<file path="src/rtl/core/pba_pkg.sv">
// Shared types, operation codes and map helpers for the page bitmap allocator.
`timescale 1ns / 1ps
`default_nettype none
package pba_pkg;

	// Default geometry: 160 pages of 4 KiB (0 to 640 KiB)
	localparam int DEF_TRACKED_PAGES = 160;
	localparam int DEF_PAGE_BYTES    = 4096;

	// Field widths
	localparam int OP_W     = 2;
	localparam int ADDR_W   = 32;
	localparam int LEN_W    = 32;
	localparam int BLOCK_W  = 20;
	localparam int WORD_W   = 32;

	// Operation codes
	localparam logic [OP_W-1:0] OP_INIT = 2'd0;
	localparam logic [OP_W-1:0] OP_MARK = 2'd1;
	localparam logic [OP_W-1:0] OP_FIND = 2'd2;

	// Request transaction
	typedef struct packed {
		logic [OP_W-1:0]   operation;
		logic [ADDR_W-1:0] start_address;
		logic [LEN_W-1:0]  byte_count;
	} in_t;

	// Response transaction
	typedef struct packed {
		logic [LEN_W-1:0]   echoed_length;
		logic               found;
		logic [BLOCK_W-1:0] block_address;
	} out_t;

	// Controller to datapath commands
	typedef struct packed {
		logic load;       // capture request fields, set up counters
		logic init_map;   // rewrite map to its initial contents
		logic step_mark;  // set one page bit and advance
		logic step_find;  // test one page bit and advance
		logic publish;    // load the response register
	} cmd_t;

	// Datapath to controller status
	typedef struct packed {
		logic mark_done;
		logic find_done;
	} sts_t;

	// Initial contents of map word w: first and last tracked page set
	function automatic logic [WORD_W-1:0] init_word(input int w, input int tracked);
		logic [WORD_W-1:0] word;
		int                last;
		word = '0;
		last = tracked - 1;
		if (w == 0) begin
			word[0] = 1'b1;
		end
		if (w == (last >> 5)) begin
			word[last[4:0]] = 1'b1;
		end
		return word;
	endfunction

endpackage
`default_nettype wire

</file>
<file path="src/rtl/core/pba_ctrl.sv">
// Sequencing state machine for the page bitmap allocator.
`timescale 1ns / 1ps
`default_nettype none
module pba_ctrl (
	input  wire logic                     clk,
	input  wire logic                     arst_n,
	input  wire logic                     in_valid,
	output logic                          in_ready,
	input  wire logic [pba_pkg::OP_W-1:0] operation,
	output logic                          out_valid,
	input  wire logic                     out_ready,
	output pba_pkg::cmd_t                 cmd,
	input  wire pba_pkg::sts_t            sts
);
	import pba_pkg::*;

	localparam logic [2:0] ST_IDLE = 3'd0;
	localparam logic [2:0] ST_INIT = 3'd1;
	localparam logic [2:0] ST_MARK = 3'd2;
	localparam logic [2:0] ST_FIND = 3'd3;
	localparam logic [2:0] ST_DONE = 3'd4;

	logic [2:0] state_q;
	logic [2:0] state_nxt;
	logic       out_valid_q;
	logic       slot_free;
	logic       accept;

	assign in_ready  = (state_q == ST_IDLE);
	assign accept    = in_valid && in_ready;
	assign out_valid = out_valid_q;
	// Response register can take a new result when empty or draining now
	assign slot_free = !out_valid_q || out_ready;

	// Next state and commands
	always_comb begin
		state_nxt = state_q;
		cmd       = '0;
		case (state_q)
			ST_IDLE: begin
				if (accept) begin
					cmd.load = 1'b1;
					case (operation)
						OP_INIT: state_nxt = ST_INIT;
						OP_MARK: state_nxt = ST_MARK;
						OP_FIND: state_nxt = ST_FIND;
						default: state_nxt = ST_DONE;
					endcase
				end
			end
			ST_INIT: begin
				cmd.init_map = 1'b1;
				state_nxt    = ST_DONE;
			end
			ST_MARK: begin
				if (sts.mark_done) begin
					state_nxt = ST_DONE;
				end else begin
					cmd.step_mark = 1'b1;
				end
			end
			ST_FIND: begin
				if (sts.find_done) begin
					state_nxt = ST_DONE;
				end else begin
					cmd.step_find = 1'b1;
				end
			end
			ST_DONE: begin
				if (slot_free) begin
					cmd.publish = 1'b1;
					state_nxt   = ST_IDLE;
				end
			end
			default: begin
				state_nxt = ST_IDLE;
			end
		endcase
	end

	// State and response valid flag
	always_ff @(posedge clk or negedge arst_n) begin
		if (!arst_n) begin
			state_q     <= ST_IDLE;
			out_valid_q <= 1'b0;
		end else begin
			state_q <= state_nxt;
			if (cmd.publish) begin
				out_valid_q <= 1'b1;
			end else if (out_ready) begin
				out_valid_q <= 1'b0;
			end
		end
	end

endmodule
`default_nettype wire

</file>
<file path="src/rtl/core/pba_datapath.sv">
// Bitmap storage, page walker and response register for the page bitmap allocator.
`timescale 1ns / 1ps
`default_nettype none
module pba_datapath #(
	parameter int TrackedPages = pba_pkg::DEF_TRACKED_PAGES,
	parameter int PageBytes    = pba_pkg::DEF_PAGE_BYTES
) (
	input  wire logic          clk,
	input  wire logic          arst_n,
	input  wire pba_pkg::in_t  in_data,
	input  wire pba_pkg::cmd_t cmd,
	output pba_pkg::sts_t      sts,
	output pba_pkg::out_t      out_data
);
	import pba_pkg::*;

	// PageBytes is a power of two; page number is a plain shift
	localparam int SHIFT     = $clog2(PageBytes);
	localparam int PAGE_W    = $clog2(TrackedPages + 1);
	localparam int CNT_W     = LEN_W + 1 - SHIFT;
	localparam int MAP_WORDS = (TrackedPages + WORD_W - 1) / WORD_W;
	localparam int WIDX_W    = (MAP_WORDS > 1) ? $clog2(MAP_WORDS) : 1;
	localparam logic [PAGE_W-1:0] PAGE_END = PAGE_W'(TrackedPages);

	logic [OP_W-1:0]   op_q;
	logic [LEN_W-1:0]  len_q;
	logic [PAGE_W-1:0] ptr_q;
	logic [CNT_W-1:0]  cnt_q;
	logic [PAGE_W-1:0] run_q;
	logic [PAGE_W-1:0] start_q;
	logic              hit_q;
	logic [WORD_W-1:0] map_q [MAP_WORDS];
	out_t              out_q;

	logic [ADDR_W-1:0] addr_page;
	logic              addr_beyond;
	logic [LEN_W:0]    len_round;
	logic [CNT_W-1:0]  mark_pages;
	logic [CNT_W-1:0]  want_pages;
	logic [WIDX_W-1:0] word_idx;
	logic [4:0]        bit_idx;
	logic              page_used;
	logic [PAGE_W-1:0] run_inc;
	logic              run_hit;
	logic              res_found;
	logic [ADDR_W-1:0] run_bytes;
	out_t              res;

	// Request decode: first page, rounded-up and truncated page counts
	assign addr_page   = in_data.start_address >> SHIFT;
	assign addr_beyond = (addr_page >= ADDR_W'(TrackedPages));
	assign len_round   = {1'b0, in_data.byte_count} + (LEN_W + 1)'(PageBytes - 1);
	assign mark_pages  = CNT_W'(len_round >> SHIFT);
	assign want_pages  = CNT_W'(in_data.byte_count >> SHIFT);

	// Current page bit
	assign word_idx  = WIDX_W'(ptr_q >> 5);
	assign bit_idx   = ptr_q[4:0];
	assign page_used = map_q[word_idx][bit_idx];
	assign run_inc   = run_q + PAGE_W'(1);
	assign run_hit   = (CNT_W'(run_inc) == cnt_q);

	// Walk termination
	assign sts.mark_done = (cnt_q == '0) || (ptr_q == PAGE_END);
	assign sts.find_done = hit_q || (cnt_q == '0) || (ptr_q == PAGE_END);

	// Walker registers
	always_ff @(posedge clk) begin
		if (cmd.load) begin
			op_q  <= in_data.operation;
			len_q <= in_data.byte_count;
			run_q <= '0;
			start_q <= '0;
			if (in_data.operation == OP_MARK) begin
				ptr_q <= addr_beyond ? PAGE_END : PAGE_W'(addr_page);
				cnt_q <= mark_pages;
			end else begin
				ptr_q <= '0;
				cnt_q <= want_pages;
			end
		end else if (cmd.step_mark) begin
			ptr_q <= ptr_q + PAGE_W'(1);
			cnt_q <= cnt_q - CNT_W'(1);
		end else if (cmd.step_find) begin
			ptr_q <= ptr_q + PAGE_W'(1);
			if (page_used) begin
				run_q <= '0;
			end else begin
				run_q <= run_inc;
				if (run_q == '0) begin
					start_q <= ptr_q;
				end
			end
		end
	end

	// Hit flag
	always_ff @(posedge clk or negedge arst_n) begin
		if (!arst_n) begin
			hit_q <= 1'b0;
		end else if (cmd.load) begin
			hit_q <= 1'b0;
		end else if (cmd.step_find && !page_used && run_hit) begin
			hit_q <= 1'b1;
		end
	end

	// Page bitmap
	always_ff @(posedge clk or negedge arst_n) begin
		if (!arst_n) begin
			for (int w = 0; w < MAP_WORDS; w++) begin
				map_q[w] <= init_word(w, TrackedPages);
			end
		end else if (cmd.init_map) begin
			for (int w = 0; w < MAP_WORDS; w++) begin
				map_q[w] <= init_word(w, TrackedPages);
			end
		end else if (cmd.step_mark) begin
			map_q[word_idx][bit_idx] <= 1'b1;
		end
	end

	// Response formatting
	assign res_found = (op_q == OP_FIND) && hit_q;
	assign run_bytes = ADDR_W'(start_q) << SHIFT;
	always_comb begin
		res               = '0;
		res.found         = res_found;
		res.echoed_length = (op_q == OP_MARK) ? len_q : '0;
		res.block_address = res_found ? run_bytes[BLOCK_W-1:0] : '0;
	end

	// Response register
	always_ff @(posedge clk) begin
		if (cmd.publish) begin
			out_q <= res;
		end
	end

	assign out_data = out_q;

endmodule
`default_nettype wire

</file>
<file path="src/rtl/core/page_bitmap_allocator_top.sv">
// Top level of the page bitmap allocator: controller plus bitmap datapath.
//
//  channel | direction | handshake             | payload
//  --------+-----------+-----------------------+---------------------------
//  request | in        | in_valid / in_ready   | in_data  (pba_pkg::in_t)
//  result  | out       | out_valid / out_ready | out_data (pba_pkg::out_t)
//
// One request is worked at a time; each yields exactly one result.
// On acceptance the controller enters ST_INIT, ST_MARK or ST_FIND (ST_DONE
// for an unused operation). Mark sets N pages (N at most TrackedPages), find
// scans pages up to a hit or the map end. in_ready returns on the edge that
// raises out_valid.
// The page walker reads and writes one bitmap bit per cycle.
// A result waiting in the output register blocks only the next completion.
// After reset the map holds the first and last pages marked used.
`timescale 1ns / 1ps
`default_nettype none
module page_bitmap_allocator_top #(
	parameter int TrackedPages = pba_pkg::DEF_TRACKED_PAGES,
	parameter int PageBytes    = pba_pkg::DEF_PAGE_BYTES
) (
	input  wire logic         clk,
	input  wire logic         arst_n,
	input  wire logic         in_valid,
	output logic              in_ready,
	input  wire pba_pkg::in_t in_data,
	output logic              out_valid,
	input  wire logic         out_ready,
	output pba_pkg::out_t     out_data
);
	import pba_pkg::*;

	cmd_t cmd;
	sts_t sts;

	pba_ctrl u_ctrl (
		.clk       (clk),
		.arst_n    (arst_n),
		.in_valid  (in_valid),
		.in_ready  (in_ready),
		.operation (in_data.operation),
		.out_valid (out_valid),
		.out_ready (out_ready),
		.cmd       (cmd),
		.sts       (sts)
	);

	pba_datapath #(
		.TrackedPages (TrackedPages),
		.PageBytes    (PageBytes)
	) u_datapath (
		.clk      (clk),
		.arst_n   (arst_n),
		.in_data  (in_data),
		.cmd      (cmd),
		.sts      (sts),
		.out_data (out_data)
	);

endmodule
`default_nettype wire
</file>
<file path="config.mk">
export PLATFORM = sky130hd
export DESIGN_NAME = page_bitmap_allocator_top
export DESIGN_NICKNAME = d
export VERILOG_FILES = /design/src/rtl/core/pba_pkg.sv /design/src/rtl/core/pba_ctrl.sv /design/src/rtl/core/pba_datapath.sv /design/src/rtl/core/page_bitmap_allocator_top.sv
export SDC_FILE = /design/constraint.sdc
export NUM_CORES = 1
export LEC_CHECK = 0
export BUFFER_PORTS_ARGS = -buffer_cell sky130_fd_sc_hd__buf_4
export CAP_MARGIN = 20
export CORE_ASPECT_RATIO = 0.8
export CORE_UTILIZATION = 60
export DETAILED_ROUTE_END_ITERATION = 8
export MAX_ROUTING_LAYER = met4
export PLACE_DENSITY_LB_ADDON = 0.2
export SYNTH_ARGS = -nofsm -noshare
export SYNTH_HDL_FRONTEND = slang
export SYNTH_SLANG_ARGS = --single-unit
</file>
<file path="constraint.sdc">
create_clock -name clk -period 3.4 [get_ports clk]
set_input_delay 0.68 -clock clk [delete_from_list [all_inputs] [get_ports clk]]
set_output_delay 0.68 -clock clk [all_outputs]
set_load 0.01 [all_outputs]
</file>
# Word level (Yosys, flattened, before mapping)
# Index checks and enable logic that the tools add are counted.
# word_totals
register_bits,297
inputBits,70
# op_classes
n_addsub,4
n_lt_le_gt_ge,5
eq_ne,14
n_mux,39
bitwise_logic,4
n_reduce_logical,24
# ops
operator,count
$mux 160,2
$or 160x160->160,1
$bmux 32 s3,1
$demux 32 s3,1
$mux 32,3
$mux 21,3
$mux 8,6
$add 32x12->33 const B,1
$eq 8x21->1,1
$logic_not 21->1,1
$sub 21x1->21 const B,1
$ge 20x8->1 const B,1
$add 8x1->8 const B,2
$mux 1,15
$pmux 3 s5,1
$mux 3,4
$pmux 3 s3,1
$eq 8x8->1 const B,1
$logic_not 8->1,1
$reduce_and 4->1,2
$reduce_bool 2->1,4
$eq 3x2->1 const B,2
$logic_and 1x1->1,6
$lt 5x6->1 const B,1
other kinds (19),28

# Longest topological paths before layout
# Gate-level depths: netlist (run 1).
# logic_depth
depth_word,11
mapped_depth,14
ltp_nobuf,10

# Cells and area by module
# Synthesis (run 1) repeated with hierarchy kept, for this count alone.
# hier_totals
hier_cells,1277
hier_area_um2,13430.4
# by_module_without_submodules
mod,instances,cells_per_inst,area_each_um2,seq_area_each_um2
pba_datapath,1,1249,13158.9,7474.7
pba_ctrl,1,28,271.5,100.1

# Least setup slack after synthesis (run 1)
# Ideal clock, no wire load.
# synth_timing
kind,reg-to-reg
from,reg u_datapath.ptr_q[0]
to,reg u_datapath.run_q[1]
t_arrival_ns,2.768
required_time_ns,3.220
slack_ns,0.452
stages_incl_launch_ff,15
n_path_buf,4
synth_period_minus_slack_ns,2.948
path_cell_list,edfxtp_1 > inv_1 > clkbuf_1 > ha_1 > nor4b_1 > a311o_1 > a41o_1 > buf_6 > a31o_4 > nor4_2 > and4_1 > buf_6 > buf_6 > a22oi_1 > nor2_1
# synth_via
elab_chain_cells,6
word_cells_on_any_way,12
classes_between,eq/ne (1); mux (7); bitwise (1); reduce/logical (3)
# synth_lines
item,line_no,text
from (decl),pba_datapath.sv:27,logic [PAGE_W-1:0] ptr_q;
from (signal assigned),pba_datapath.sv:75,ptr_q <= addr_beyond ? PAGE_END : PAGE_W'(addr_page);
from (signal assigned),pba_datapath.sv:82,ptr_q <= ptr_q + PAGE_W'(1);
from (signal assigned),pba_datapath.sv:85,ptr_q <= ptr_q + PAGE_W'(1);
branches (longest 6 deep; another with $mux 8),--,
to (signal assigned),pba_datapath.sv:89,run_q <= run_inc;
to (decl),pba_datapath.sv:29,logic [PAGE_W-1:0] run_q;
# Parallel ways; which one is timed is not known. The select of a mux whose other input is x is not followed.
# A chain may end at the register's enable or synchronous reset.

# Worst setup path after layout (run 1)
# layout_timing
from,reg u_datapath.ptr_q[5]
to,reg u_datapath.start_q[2]
# layout_via
elab_chain_cells,8
word_cells_on_any_way,16
classes_between,eq/ne (1); mux (9); bitwise (3); reduce/logical (3)
# layout_lines
item,line_no,text
$not 3->4 (not written as such),pba_datapath.sv:59,assign page_used = map_q[word_idx][bit_idx];
$bmux 32 s3,pba_datapath.sv:59,
$mux 32 (not written as such) (2 in series),pba_datapath.sv:59,
$bmux 1 s5,pba_datapath.sv:59,
$mux 1 (not written as such),pba_datapath.sv:59,
$not 1->1 (no source line),--,
$reduce_and 4->1 (no source line) (*),--,
to (signal assigned),pba_datapath.sv:91,start_q <= ptr_q;
to (decl),pba_datapath.sv:30,logic [PAGE_W-1:0] start_q;
# Mark *: on every way between the ends. The rest lies on a longest branch, timed or not. The select of a mux whose other input is x is not followed.

==> out/results.tsv, run 1 <==
stage	metric	value	unit
run_status	status	completed	
timing	pin slew with the least headroom to its limit	1.03	ns
timing	Fin Setup TNS	0	ns
detailed_routing	Final ANT Viol Nets	0	
floorplanning	die width	169	um
detailed_routing	Via density	6.11	
global_route	GR Util met3	4.97	%
cts	setup repair bufs after CTS	0	
detailed_routing	DRT iter0 DRCs	1239	
worst_setup_path	worst endpoint data arrival time	3.67	ns
final_layout	layout cell share with drive strength beyond 1	16.1	%
synthesis	Seq cells post-synth	285	
global_route	vias in the first global route	9524	
worst_setup_path	Reg2Reg Setup Slack	0.19	ns
timing	Hold Violations, Final	0	
synthesis	Post-synth top flop	dfrtp_1	
power	clock network power share	24.6	%
global_route	M2 GR Usage	43.8	%
timing	max-slew violations	0	
global_route	busiest grt layer	met1	
power	Seq pwr share	40.9	%
detailed_routing	DRC violations left	0	
worst_setup_path	Setup crit end kind	flop	
power	Int Pwr	7850	uW
final_layout	most common cell after layout, fill and taps aside	nor2_1	
power	Power Total	12500	uW
synthesis	synthesized area	13400	um^2
synthesis	ys async rst share	57.9	%
cts	CTS Hold Buffers Added	0	
place	Routability Congestion	0.947	
timing	worst setup margin	0.189	ns
synthesis	Syn. warnings	0	
worst_hold_path	Hold Crit Class	input port to asynchronous set/reset pin	
worst_setup_path	CP max FO	24	
synthesis	Cells after Synth	1284	
global_route	first-pass GRT wire length	51900	um
timing	Fin Clk Skew	0.00722	ns
final_layout	Multi-input gate area	5310	um^2
detailed_routing	wire length per cell	19.6	um
timing	Setup violations, final	0	
floorplanning	Core ar.	21700	um^2
synthesis	post-synthesis sequential area ratio	56.6	%
cts	post-CTS sizing	0	
floorplanning	die footprint	22900	um^2
global_route	Global Route Usage Sum	30.1	%
timing	FMAX	311	MHz
global_route	GRT overflow	0	
worst_setup_path	Crit path largest cell delay	0.91	ns
run	max-cap violation count	0	
final_layout	fin nets	1459	
cts	CTS root buf	clkbuf_16	
worst_setup_path	crit path cell chain	buf_12 -> mux2_2 -> nand3_1 -> o2111ai_1 -> a31o_4 -> nor4_2 -> and4_1 -> buf_4 -> nand3_1 -> a21oi_1	
cts	CTS tree	built	
global_route	antenna violations before repair	0	
floorplanning	Cell Rows	48	
floorplanning	# IOs	125	
floorplanning	die height	136	um
worst_setup_path	kind of critical path	flop to flop	
power	switching fraction of total power	37.1	%
cts	Clock Sinks	285	
final_layout	commonest cells after routing, fill and taps aside	199 x nor2_1, 196 x a21oi_1, 163 x dfrtp_1	
cts	TritonCTS Buffers	27	
final_layout	Antenna Cells	0	
synthesis	Post-synth EDFFs	104	
worst_setup_path	Critical Path RT	3.86	ns
place	dpl hpwl	21400	um
power	Gate power share	34.5	%
worst_setup_path	R2R depth	10	
detailed_routing	WL final	33300	um
final_layout	Final Core Density	71.0	%
final_layout	area taken by flip-flops and latches	7570	um^2
timing	Slew headroom	31.5	%
power	P_leak	0.00675	uW
synthesis	post-synth cell types	68	
worst_setup_path	RR Endpoint	u_datapath.start_q[2]	
timing	RSZ-0062 raised after global routing	no	
floorplanning	Starting Density	61.6	%
final_layout	Layout area overhead	15.3	%
global_route	largest net degree at the start of global routing	161	
power	ratio of total power to cell area	809	nW/um^2
synthesis	average size of a mapped cell	10.4	um^2
cts	htree depth	1	
worst_setup_path	most frequent CP cell	nand3_1	
place	post-placement cell count	1647	
power	Psw	4630	uW
final_layout	Finished Layout Cells	1697	
detailed_routing	drt pass-1 iters	5	
final_layout	Fillers	1625	
cts	Worst-path clk slew	0.07	ns
worst_setup_path	RR Startpoint	u_datapath.ptr_q[5]	
worst_setup_path	Worst Setup Start Kind	flop	
place	IO buf count	100	
worst_setup_path	crit path max-delay cell type	edfxtp_1	
cts	Max Buffers Root-to-Sink	3	
global_route	M1 GR Usage	44.2	%
place	Place WS	0.267	ns
timing	final period utilization	94.4	%
power	worst vdd ir	0.000485	V
detailed_routing	detailed-route via count	10400	
timing	minimum clock period	3.21	ns
cts	worst-skew pair later-pin latency	0.54	ns
==> worst max-delay path: cells and delay by family, from the launching register on <==
| kind | cells | cell delay (ns) |
|---|---|---|
| multiplexers | 1 | 0.36 |
| flip-flops | 1 | 0.91 |
| buffers and inverters | 2 | 0.49 |
| AND/OR/NAND/NOR | 4 | 0.79 |
| AO/OA/AOI/OAI | 3 | 0.58 |
==> area by class of cell <==
| class | instances | share of cell area [%] |
|---|---|---|
| clock buffer | 30 | 4.45 |
| sequential | 285 | 49.1 |
| timing repair buffer | 148 | 7.84 |
| inverter | 18 | 0.438 |
| tap | 300 | 2.43 |
| multi-input combinational | 897 | 34.4 |
| clock inverter | 19 | 1.35 |
==> how the worst max path moves through the flow <==
stage / from / to / slack (ns) / cells after the start
4_1_cts: u_datapath.ptr_q[5] / u_datapath.start_q[2] / 0.23 / 10
5_1_grt: u_datapath.ptr_q[5] / u_datapath.start_q[0] / 0.12 / 10
2_1_floorplan: u_datapath.ptr_q[0] / u_datapath.run_q[1] / 0.45 / 14
6_report: u_datapath.ptr_q[5] / u_datapath.start_q[2] / 0.19 / 10
3_3_place_gp: u_datapath.ptr_q[5] / u_datapath.start_q[5] / 0.36 / 8
3_5_place_dp: u_datapath.ptr_q[5] / u_datapath.start_q[2] / 0.27 / 10
==> through the flow <==
step                area, um^2  hold WS, ns
floorplan                13400        0.384
global placement         14500        0.461
detailed placement       14500        0.466
CTS                      15400        0.180
global route             15400        0.214
finish                   15400        0.155
==> Yosys cell counts, types with 19 or more instances <==
master / number / area, um^2
nor2_1: 199 / 747
a21oi_1: 196 / 981
dfrtp_1: 163 / 4080
edfxtp_1: 104 / 3120
and2_1: 49 / 307
nand2_1: 48 / 180
clkbuf_1: 39 / 146
o21ai_0: 38 / 190
nand3_1: 31 / 155
mux2i_1: 29 / 290
xnor2_1: 29 / 254
buf_2: 28 / 140
and3_1: 26 / 163
buf_4: 23 / 173
a22oi_1: 22 / 165
xor2_1: 22 / 193
nor3_1: 19 / 95.1
==> routing by layer <==
layer | wire length [um] | share of wire, %
met1 | 14700 | 44
met5 | 0 | 0
met3 | 3020 | 9.1
met4 | 705 | 2.1
met2 | 14800 | 45
==> kinds of logic after synthesis <==
group	synth area share [%]
fa+ha+maj	1.12
xor+xnor	3.34
other cells	0.0280
compound gates	14.4
mux	3.60
buf+inv	4.30
flops	56.6
simple gates	16.6
==> power groups by stage <==
| stage | registers (uW) | logic [uW] | clock network (uW) |
|---|---|---|---|
| 3_5_place_dp | 5140 | 4190 | 0 |
| 6_report | 5100 | 4310 | 3070 |
| 5_1_grt | 5190 | 4630 | 3240 |
| 2_1_floorplan | 5050 | 2710 | 0 |
| 3_3_place_gp | 5110 | 4080 | 0 |
| 4_1_cts | 5090 | 4220 | 3100 |
==> flip-flops by register name, indices dropped and copies added (netlist names) <==
register             count
u_ctrl.state_q           3
u_ctrl.out_valid         1
u_datapath.ptr_q         8
u_datapath.start_q       8
u_datapath.len_q        32
u_datapath.hit_q         1
u_datapath.map_q       160
u_datapath.op_q          2
u_datapath.out_data     41
u_datapath.cnt_q        21
u_datapath.run_q         8
Power figures use the tool's default switching activity.
==> inputs of run 2 (changes only) <==
CORE_UTILIZATION = 54   (was 60)
clock period = 2.8 ns   (was 3.4 ns; I/O delays follow)
==> run 2 against run 1 <==
The run now ends with setup timing left; clock skew up 0.015 ns; non-clock buffer count up 40; critical path depth up 2; register-to-register slack worse by 0.19 ns; power up 28%; sequential share of layout area down 1.9 points; worst hold slack better by 0.037 ns; largest cell class unchanged.
==> out/results.tsv, run 2 (same netlist as run 1, synthesis figures left out) <==
stage	metric	value	unit	change
run_status	status	finished, violations left		was completed
run_status	failing checks	setup timing		
final_layout	area taken by flip-flops and latches	7570	um^2	unchanged
worst_hold_path	Hold Path Sink	u_datapath.len_q[1]		
detailed_routing	wire length per cell	19.9	um	was 19.6 um
worst_setup_path	RR Startpoint	u_datapath.ptr_q[7]		was u_datapath.ptr_q[5]
cts	CTS tree	built		unchanged
final_layout	Antenna Cells	0		unchanged
global_route	first-pass GRT wire length	54200	um	was 51900 um
global_route	antenna violations before repair	0		unchanged
worst_setup_path	CP max FO	8		was 24
final_layout	commonest cells after routing, fill and taps aside	199 x nor2_1, 196 x a21oi_1, 168 x buf_4		was 199 x nor2_1, 196 x a21oi_1, 163 x dfrtp_1
timing	pin slew with the least headroom to its limit	0.765	ns	was 1.03 ns
worst_setup_path	Worst Setup Start Kind	flop		unchanged
timing	Setup violations, final	1		was 0
cts	Max Buffers Root-to-Sink	3		unchanged
worst_setup_path	Setup crit end kind	flop		unchanged
power	worst vdd ir	0.000544	V	was 0.000485 V
cts	Clock Sinks	285		unchanged
final_layout	max reg flops	160		unchanged
cts	Worst-path clk slew	0.07	ns	about the same
place	dpl hpwl	22700	um	was 21400 um
global_route	Global Route Usage Sum	28.1	%	was 30.1%
place	IO buf count	100		unchanged
timing	minimum clock period	2.80	ns	was 3.21 ns
timing	Hold Violations, Final	0		unchanged
floorplanning	Cell Rows	51		was 48
detailed_routing	WL final	35000	um	was 33300 um
floorplanning	Core ar.	24300	um^2	was 21700 um^2
final_layout	Layout area overhead	20.0	%	was 15.3%
final_layout	Final Core Density	66.1	%	was 71.0%
global_route	M2 GR Usage	40.3	%	was 43.8%
timing	final period utilization	100	%	was 94.4%
global_route	GR Util met3	4.26	%	was 4.97%
power	switching fraction of total power	36.9	%	was 37.1%
final_layout	fin nets	1501		was 1459
run	max-cap violation count	0		unchanged
power	Power Total	16000	uW	was 12500 uW
floorplanning	die footprint	25400	um^2	was 22900 um^2
cts	worst-skew pair later-pin latency	0.55	ns	was 0.54 ns
final_layout	final non-filler cell area	16100	um^2	was 15400 um^2
place	placed instance area	14800	um^2	was 14500 um^2
detailed_routing	drt pass-1 iters	5		unchanged
power	clock network power share	25.1	%	was 24.6%
detailed_routing	Via density	5.95		was 6.11
timing	Fin Clk Skew	0.0218	ns	was 0.00722 ns
detailed_routing	Final ANT Viol Nets	0		unchanged
global_route	largest net degree at the start of global routing	161		unchanged
worst_hold_path	hold_sp	in_data[1]		
final_layout	Fillers	1864		was 1625
final_layout	Multi-input gate area	5420	um^2	was 5310 um^2
power	Seq pwr share	38.7	%	was 40.9%
floorplanning	die height	143	um	was 136 um
floorplanning	Starting Density	55.1	%	was 61.6%
worst_setup_path	R2R depth	12		was 10
power	Psw	5900	uW	was 4630 uW
power	Gate power share	36.2	%	was 34.5%
global_route	M1 GR Usage	42.1	%	was 44.2%
cts	htree depth	1		unchanged
detailed_routing	DRC violations left	0		unchanged
final_layout	Reg with most FFs	u_datapath.map_q		unchanged
timing	Slew headroom	49.0	%	was 31.5%
power	P_leak	0.00705	uW	was 0.00675 uW
timing	worst hold slack	0.192	ns	was 0.155 ns
worst_setup_path	kind of critical path	flop to flop		unchanged
worst_setup_path	RR Endpoint	u_datapath.hit_q		was u_datapath.start_q[2]
global_route	GRT overflow	0		unchanged
final_layout	layout cell share with drive strength beyond 1	20.5	%	was 16.1%
floorplanning	die width	178	um	was 169 um
final_layout	Finished Layout Cells	1759		was 1697
final_layout	most common cell after layout, fill and taps aside	nor2_1		unchanged
place	Routability Congestion	0.935		was 0.947
detailed_routing	detailed-route via count	10500		was 10400
timing	worst setup margin	-0.00227	ns	was 0.189 ns
worst_setup_path	worst endpoint data arrival time	3.29	ns	was 3.67 ns
worst_setup_path	Reg2Reg Setup Slack	-0.002	ns	was 0.19 ns
timing	FMAX	357	MHz	was 311 MHz
power	Int Pwr	10100	uW	was 7850 uW
worst_hold_path	Hold Path Depth	1		
global_route	busiest grt layer	met1		unchanged
place	post-placement cell count	1692		was 1647
detailed_routing	DRT iter0 DRCs	987		was 1239
floorplanning	# IOs	125		unchanged
cts	TritonCTS Buffers	29		was 27
power	ratio of total power to cell area	996	nW/um^2	was 809 nW/um^2
timing	RSZ-0062 raised after global routing	yes		was no
worst_hold_path	Hold Crit Class	input port to flop		was input port to asynchronous set/reset pin
timing	max-slew violations	0		unchanged
global_route	vias in the first global route	9734		was 9524
worst_setup_path	Critical Path RT	3.29	ns	was 3.86 ns
cts	CTS root buf	clkbuf_16		unchanged
## run 2: stage by stage
stage	setup TNS [ns]	setup slack [ns]
after floorplan	0	0.0300
after global placement	0	0.0731
after detailed placement	-0.0145	-0.0145
after CTS	0	0.0117
after global routing	-0.389	-0.0934
final	-0.00227	-0.00227
## run 2: how the worst max path moves through the flow
stage	start	to	slack, ns
2_1_floorplan	u_ctrl.state_q[2]	u_datapath.len_q[0]	0.03
3_3_place_gp	u_datapath.ptr_q[6]	u_datapath.hit_q	0.07
3_5_place_dp	u_datapath.ptr_q[6]	u_datapath.run_q[1]	-0.01
4_1_cts	u_datapath.ptr_q[7]	u_datapath.run_q[1]	0.01
5_1_grt	u_datapath.ptr_q[7]	u_datapath.hit_q	-0.09
6_report	u_datapath.ptr_q[7]	u_datapath.hit_q	-0.002
## run 2: power by group through the flow
stage | logic (uW) | clock network [uW] | registers (uW)
after floorplan | 3300 | 0 | 6140
after global placement | 5280 | 0 | 6190
after detailed placement | 5410 | 0 | 6230
after CTS | 5450 | 4070 | 6170
after global routing | 6240 | 4260 | 6290
final | 5800 | 4010 | 6190
## run 2: routing by layer
metal	routed length (um)	part of all wire, %
met5	0	0
met1	15900	45
met2	15800	45
met4	637	1.8
met3	2770	7.9
## run 2: final cells by class
type                            instances  share of cell area [%]
Clock buffer                           35                    4.78
Clock inverter                         18                    1.36
Inverter                               18                   0.444
Multi-Input combinational cell        897                    33.7
Sequential cell                       285                    47.2
Tap cell                              318                    2.48
Timing Repair Buffer                  188                    10.0
## run 2: critical path, stage by stage (launching register included)
cell and delay [ns]:
edfxtp_1 0.49, buf_6 0.19, buf_8 0.13, mux2i_1 0.16, o2bb2ai_1 0.11, a221o_1 0.32, a31o_4 0.25, nor4_4 0.25
nand4_1 0.16, buf_6 0.16, buf_12 0.13, nor4_4 0.27, o21a_1 0.13
## run 2: what timing repair did
action / 4_1_cts / 5_1_grt
gates resized for setup: 3 / 31
hold buffers: 1 / 0
cloned: 0 / 1
buffers inserted: 0 / 12
pin swaps: 0 / 7
hold endpoints to repair: 6 / 0
endpoints found under the setup margin: 4 / 15
